===== src/rtl/core/msp_pkg.sv =====
// Shared constants for the multi-stack shared-pool block.
package msp_pkg;

  // Default sizes of the block.
  localparam int DEF_NUM_STACKS = 4;
  localparam int DEF_CAPACITY   = 16;

  // Fixed field widths of a request and a response.
  localparam int VALUE_W  = 32;
  localparam int ID_W     = 2;
  localparam int STATUS_W = 2;

  // Request operation codes.
  localparam logic OP_PUSH = 1'b0;
  localparam logic OP_POP  = 1'b1;

  // Response status codes.
  localparam logic [STATUS_W-1:0] ST_OK       = 2'd0;
  localparam logic [STATUS_W-1:0] ST_OVERFLOW = 2'd1;
  localparam logic [STATUS_W-1:0] ST_EMPTY    = 2'd2;

endpackage


===== src/rtl/core/multi_stack_shared_pool.sv =====
// Top level of the multi-stack shared-pool block: several LIFO stacks in one entry pool.
// Sequence: a push or a failed request passes S_TOP and then S_OUT; a pop passes S_TOP, S_POP and S_OUT.
// Requests: one at a time; a new request is taken only once the current one has left S_OUT,
// set by the read-modify-write sequence through the registered-read entry RAM and stack-top RAM.
// A finished response waits in the output register while the next request is taken.
// Reset: synchronous; stack-top valid bits clear at once, the free list restarts through a
// fill count (no clearing pass), and value entries are undefined until pushed.
module multi_stack_shared_pool #(
  parameter int NUM_STACKS = msp_pkg::DEF_NUM_STACKS,
  parameter int CAPACITY   = msp_pkg::DEF_CAPACITY
) (
  input  logic                                clk,
  input  logic                                rst,
  input  logic                                req_valid,
  output logic                                req_ready,
  input  logic                                req_type,
  input  logic [msp_pkg::ID_W-1:0]            stack_id,
  input  logic signed [msp_pkg::VALUE_W-1:0]  push_value,
  output logic                                rsp_valid,
  input  logic                                rsp_ready,
  output logic signed [msp_pkg::VALUE_W-1:0]  pop_value,
  output logic [msp_pkg::STATUS_W-1:0]        status
);

  import msp_pkg::*;

  // Entry addresses, links (with null coded as CAPACITY) and stack-top addresses.
  localparam int AW = $clog2(CAPACITY);
  localparam int LW = $clog2(CAPACITY + 1);
  localparam int EW = VALUE_W + LW;
  localparam int TW = (NUM_STACKS > 1) ? $clog2(NUM_STACKS) : 1;
  localparam int SW = (TW > ID_W) ? TW : ID_W;
  localparam logic [LW-1:0] LINK_NULL = LW'(CAPACITY);

  typedef enum logic [1:0] {
    S_IDLE,
    S_TOP,
    S_POP,
    S_OUT
  } state_t;

  state_t state;

  // Request held while it is worked on.
  logic                      op_type;
  logic [ID_W-1:0]           op_sid;
  logic [TW-1:0]             op_tsel;
  logic signed [VALUE_W-1:0] op_value;

  // Pool bookkeeping.
  logic [LW-1:0]          free_head;
  logic [LW-1:0]          fill;
  logic [(1 << TW)-1:0]   tops_vld;
  logic [LW-1:0]          pop_slot;

  // Pending response.
  logic signed [VALUE_W-1:0] res_value;
  logic [STATUS_W-1:0]       res_status;

  // RAM ports.
  logic          ent_we;
  logic [AW-1:0] ent_waddr;
  logic [EW-1:0] ent_wdata;
  logic [AW-1:0] ent_raddr;
  logic [EW-1:0] ent_rdata;
  logic          tops_we;
  logic [LW-1:0] tops_wdata;
  logic [TW-1:0] tops_raddr;
  logic [LW-1:0] tops_rdata;

  // Decoded values.
  logic [SW-1:0]             sid_ext;
  logic                      sid_ok;
  logic [LW-1:0]             top_cur;
  logic                      fh_ok;
  logic                      fresh;
  logic [LW-1:0]             ent_link;
  logic [LW-1:0]             ent_link_clean;
  logic signed [VALUE_W-1:0] ent_rvalue;
  logic [LW-1:0]             free_next_push;
  logic                      push_go;
  logic                      pop_go;

  assign req_ready = (state == S_IDLE);

  // Stack number translated to a stack-top RAM address.
  assign sid_ext    = SW'(stack_id);
  assign tops_raddr = sid_ext[TW-1:0];

  // Current request decode against the RAM read data.
  always_comb begin
    sid_ok         = (32'(op_sid) < 32'(NUM_STACKS));
    top_cur        = (sid_ok && tops_vld[op_tsel] && (tops_rdata < LINK_NULL)) ?
                     tops_rdata : LINK_NULL;
    fh_ok          = (free_head < LINK_NULL);
    fresh          = (free_head >= fill);
    ent_link       = ent_rdata[LW-1:0];
    ent_rvalue     = ent_rdata[EW-1:LW];
    ent_link_clean = (ent_link < LINK_NULL) ? ent_link : LINK_NULL;
    free_next_push = fresh ? (free_head + LW'(1)) : ent_link_clean;
    push_go        = (state == S_TOP) && (op_type == OP_PUSH) && sid_ok && fh_ok;
    pop_go         = (state == S_TOP) && (op_type == OP_POP) && (top_cur != LINK_NULL);
  end

  // Entry RAM and stack-top RAM access steering.
  always_comb begin
    ent_raddr  = (state == S_TOP) ? top_cur[AW-1:0] : free_head[AW-1:0];
    ent_we     = push_go || (state == S_POP);
    ent_waddr  = push_go ? free_head[AW-1:0] : pop_slot[AW-1:0];
    ent_wdata  = push_go ? {op_value, top_cur} : {ent_rvalue, free_head};
    tops_we    = push_go || (state == S_POP);
    tops_wdata = push_go ? free_head : ent_link_clean;
  end

  msp_ram #(
    .WIDTH (EW),
    .DEPTH (CAPACITY)
  ) u_ent_ram (
    .clk   (clk),
    .we    (ent_we),
    .waddr (ent_waddr),
    .wdata (ent_wdata),
    .raddr (ent_raddr),
    .rdata (ent_rdata)
  );

  msp_ram #(
    .WIDTH (LW),
    .DEPTH (NUM_STACKS)
  ) u_tops_ram (
    .clk   (clk),
    .we    (tops_we),
    .waddr (op_tsel),
    .wdata (tops_wdata),
    .raddr (tops_raddr),
    .rdata (tops_rdata)
  );

  // Sequencer, pool registers and the response register.
  always_ff @(posedge clk) begin
    if (rst) begin
      state     <= S_IDLE;
      free_head <= '0;
      fill      <= '0;
      tops_vld  <= '0;
      rsp_valid <= 1'b0;
    end else begin
      // A taken response clears here unless a new one is loaded below.
      if (rsp_valid && rsp_ready && (state != S_OUT)) begin
        rsp_valid <= 1'b0;
      end
      case (state)
        S_IDLE: begin
          if (req_valid) begin
            op_type  <= req_type;
            op_sid   <= stack_id;
            op_tsel  <= tops_raddr;
            op_value <= push_value;
            state    <= S_TOP;
          end
        end
        S_TOP: begin
          res_value <= '0;
          state     <= S_OUT;
          if (push_go) begin
            free_head         <= free_next_push;
            tops_vld[op_tsel] <= 1'b1;
            res_status        <= ST_OK;
            if (fresh) begin
              fill <= free_head + LW'(1);
            end
          end else if (op_type == OP_PUSH) begin
            res_status <= ST_OVERFLOW;
          end else if (pop_go) begin
            pop_slot <= top_cur;
            state    <= S_POP;
          end else begin
            res_status <= ST_EMPTY;
          end
        end
        S_POP: begin
          free_head  <= pop_slot;
          res_value  <= ent_rvalue;
          res_status <= ST_OK;
          state      <= S_OUT;
        end
        S_OUT: begin
          if (!rsp_valid || rsp_ready) begin
            pop_value <= res_value;
            status    <= res_status;
            rsp_valid <= 1'b1;
            state     <= S_IDLE;
          end
        end
        default: begin
          state <= S_IDLE;
        end
      endcase
    end
  end

  // The fill count never passes the pool size.
  a_fill_range: assert property (@(posedge clk) disable iff (rst)
    fill <= LINK_NULL)
    else $error("fill count beyond pool size");

  // The free head is an entry or null, never beyond.
  a_free_range: assert property (@(posedge clk) disable iff (rst)
    free_head <= LINK_NULL)
    else $error("free head out of range");

  // A push from the untouched region takes exactly the next fresh entry.
  a_fresh_contig: assert property (@(posedge clk) disable iff (rst)
    (push_go && fresh) |-> (free_head == fill))
    else $error("fresh allocation not contiguous");

  // Entry RAM is written only while a request is being worked on.
  a_ent_we_state: assert property (@(posedge clk) disable iff (rst)
    ent_we |-> ((state == S_TOP) || (state == S_POP)))
    else $error("entry write outside the request sequence");

  // An accepted request moves straight to the stack-top lookup.
  a_accept_next: assert property (@(posedge clk) disable iff (rst)
    (req_valid && req_ready) |=> (state == S_TOP))
    else $error("accepted request did not start lookup");

endmodule


===== src/rtl/core/msp_ram.sv =====
// Generic single-write, single-read RAM with a registered read port.
module msp_ram #(
  parameter int WIDTH = 8,
  parameter int DEPTH = 16
) (
  input  logic                                     clk,
  input  logic                                     we,
  input  logic [((DEPTH > 1) ? $clog2(DEPTH) : 1)-1:0] waddr,
  input  logic [WIDTH-1:0]                         wdata,
  input  logic [((DEPTH > 1) ? $clog2(DEPTH) : 1)-1:0] raddr,
  output logic [WIDTH-1:0]                         rdata
);

  logic [WIDTH-1:0] mem [DEPTH];

  // Write and registered read; a read of the address being written sees old data.
  always_ff @(posedge clk) begin
    if (we) begin
      mem[waddr] <= wdata;
    end
    rdata <= mem[raddr];
  end

endmodule


===== config.mk =====
export PLATFORM = sky130hd
export DESIGN_NAME = multi_stack_shared_pool
export DESIGN_NICKNAME = d
export VERILOG_FILES = /design/src/rtl/core/msp_pkg.sv /design/src/rtl/core/multi_stack_shared_pool.sv /design/src/rtl/core/msp_ram.sv
export SDC_FILE = /design/constraint.sdc
export NUM_CORES = 1
export LEC_CHECK = 0
export BUFFER_PORTS_ARGS = -buffer_cell sky130_fd_sc_hd__buf_4
export CAP_MARGIN = 10
export CORE_MARGIN = 2
export CORE_UTILIZATION = 67
export CTS_BUF_LIST = sky130_fd_sc_hd__clkbuf_16
export DETAILED_ROUTE_END_ITERATION = 7
export GPL_TIMING_DRIVEN = 0
export PLACE_DENSITY = 0.85
export SYNTH_ARGS = -nofsm -noshare
export SYNTH_HDL_FRONTEND = slang
export SYNTH_SLANG_ARGS = --single-unit

===== constraint.sdc =====
create_clock -name clk -period 8.6 [get_ports clk]
set_input_delay 0.86 -clock clk [delete_from_list [all_inputs] [get_ports clk]]
set_output_delay 0.86 -clock clk [all_outputs]
set_load 0.02 [all_outputs]

==> results.toml <==
[clock_tree]
post_cts_resized = 0
clkTransAtPathRegs_ns = 0.06
post_cts_buffers = 0
cts_tree = "built"
cts_buffer_depth = 3
cts_root_buf = "clkbuf_16"
clkSinkCount = 779
cts_hold_buf = 0
insertion_delay_ns = 0.62
cts_buffers = 75
cts.htree.levels = 3

[sta]
fin_ws_ns = 4.80
timing.final.crit_share = 0.442
finalSetupTns_ns = 0
slew_headroom = 0.0507
fin_crit_ns = 3.80
worst_pin_slew_ns = 1.42
grt_setup_unrepaired = "no"
setup_viol = 0
finClkSkew_ns = 0.0244
drv_slew = 0
fin_hold_ws_ns = 0.403
hold_viol_final = 0
fmax_ghz = 0.263

[layout]
fin_nets = 2304
antennaDiodeCount = 0
layout-drive-gt1-share = 0.123
nFillCells = 2309
final_core_util = 0.772
syn_to_final_growth_pct = 14.3

[pwr]
power.leakage_nw = 11.8
fin_total_pwr_mw = 11.4
vdd_ir_drop_max_uv = 199
power_density_mw_per_mm2 = 334

[yosys]
yosys.area.top_type = "edfxtp_1"
synthTopCellsByArea = "edfxtp_1 (73%), nand2_1 (6.3%), dfxtp_1 (4.0%)"
ys_types = 50
synth_cells = 2080
synth_edf_count = 720
syn_nets = 2129
ys_ff_latch = 779
yosysMostFrequentCell = "edfxtp_1"
synthesis.area_mm2 = 0.0297
yosysSeqAreaShare = 0.767
syn_avg_cell_area_um2 = 14.3
yosysTopAreaCellShare = 0.727
yosysWarnings = 0
yosys-top-cells-count = "edfxtp_1 (720), nand2_1 (503), nor2_1 (129), a21oi_1 (84), clkbuf_1 (61)"
synthFlopType = "edfxtp_1"
synthArstFlopShare = 0

[drt]
num_vias = 19500
avgViaCountPerCell = 6.72
dr.pass1.iters = 6
antenna_left = 0
wl_per_cell_um = 27.6
first_iter_violations = 3189
wl_um = 80200
drc = 0

[floorplanning]
fp.dieW_um = 215
initial_core_util = 0.675
io_pins = 75
fp-row-count = 77
core_area_mm2 = 0.0440
chipHeight_um = 215
dieArea_mm2 = 0.0461

[global_route]
grt_usage = 0.351
grt_max_degree = 28
grt_pass1_vias = 19500
grt_pass1_wl_um = 118000
grt_overflow = 0
antenna_found_initial = 1

[placement]
io_buffers = 74
hpwl_um = 49900
post-place-ws_ns = 5.07
globalplace.congestion = 0.898

[worst_setup_path]
crit_chain = "inv_1 -> ha_1 -> buf_2 -> nor2b_1 -> buf_1 -> a31o_2 -> buf_2 -> buf_2 -> clkbuf_1 -> nand2_1 -> nand2_1 -> o22ai_1 -> nor3_1"
max_stage_delay_ns = 0.75
critPathRequiredTime_ns = 9.04
crit_path_start_kind = "flip-flop"
worst-setup-path-type = "reg2reg"
end_kind = "flip-flop"
cp_max_fo = 10
cp_common_cell = "buf_2"
path_buf_inv = 6
path_delay_family = "buffers and inverters"
worst_ep_arrival_time_ns = 4.25
slowest_stage = "clkbuf_1"

[flow_run]
cap_viol_max_count = 0

[worst_hold_path]
hold_path.class = "reg2reg"

[run_status]
status = "complete, no violations"
-- worst paths after layout --
| path | endpoint | depth (start not counted) | slack [ns] | startpoint |
|---|---|---|---|---|
| worst min-delay path | pop_value[25] | 0 | 0.40 | res_value[25] |
| worst min register to register | pop_value[25] | 0 | 0.40 | res_value[25] |
| worst max register to register | u_ent_ram.rdata[3] | 13 | 4.80 | state[1] |
| worst max-delay path | u_ent_ram.rdata[3] | 13 | 4.80 | state[1] |
-- area by class of cell --
type                       instances  area (um2)  area share
clock inverter                    60         435      0.0128
tap                              592         741      0.0218
timing repair buffer              98        1010      0.0298
inverter                          18        67.6     0.00199
buffer                           119         593      0.0175
sequential                       779       22800       0.671
multi-input combinational       1164        6400       0.188
clock buffer                      77        1930      0.0567
-- through the flow --
| step | area [um2] | instances |
|---|---|---|
| final | 34000 | 2907 |
| after global routing | 34000 | 2907 |
| after CTS | 34000 | 2907 |
| after detailed placement | 31600 | 2770 |
| after global placement | 31000 | 2746 |
| after floorplan | 29700 | 2080 |
-- placed cells by master, fill, tap and decap left out, types with 14 or more instances in the layout --
cell,instances
a211oi_1,22
a21oi_1,84
a22o_1,18
a31oi_1,14
a32o_1,25
a32oi_1,49
and2_1,34
buf_2,30
buf_4,89
clkbuf_1,61
clkbuf_16,77
clkinv_1,21
dfxtp_1,59
edfxtp_1,720
inv_1,38
mux2i_1,50
nand2_1,503
nand3_1,47
nor2_1,113
nor2_4,16
nor3_1,27
o211ai_1,19
o22ai_1,43
-- state kept, by name, summed over array words and instances, names as in the netlist, 4 cells and up --
register,flops
op_value,32
u_ent_ram.mem,592
free_head,5
fill,5
pop_slot,5
res_value,32
u_tops_ram.rdata,5
tops_vld,4
u_tops_ram.mem,20
pop_value,32
u_ent_ram.rdata,37
-- kinds of logic after synthesis --
group / after synthesis / synth area share
DFF: 779 / 0.767
AOI/OAI and AO/OA: 323 / 0.0774
and+or+nand+nor: 770 / 0.106
muxes: 58 / 0.0221
xor gates and xnor gates: 3 / 0.000884
adders and majority gates: 10 / 0.00421
buffers and inverters: 137 / 0.0222
-- report_power, final --
part / internal (mW) / total (mW) / switching (mW)
Combinational: 0.722 / 2.83 / 2.11
Sequential: 5.16 / 5.33 / 0.171
Clock: 1.83 / 3.19 / 1.36
Total: 7.71 / 11.4 / 3.64
-- routing by layer --
| metal | wire length, um | share of wire | vias up | GRT usage |
|---|---|---|---|---|
| met2 | 37200 | 0.46 | 1746 | 0.546 |
| met1 | 26800 | 0.33 | 9381 | 0.445 |
| li1 | - | - | 8082 | - |
| met3 | 11500 | 0.14 | 325 | 0.100 |
| met4 | 4580 | 0.057 | 2 | 0.208 |
| met5 | 9 | 0.00011 | - | 0 |
No activity file was read; power rests on OpenSTA's default activity.
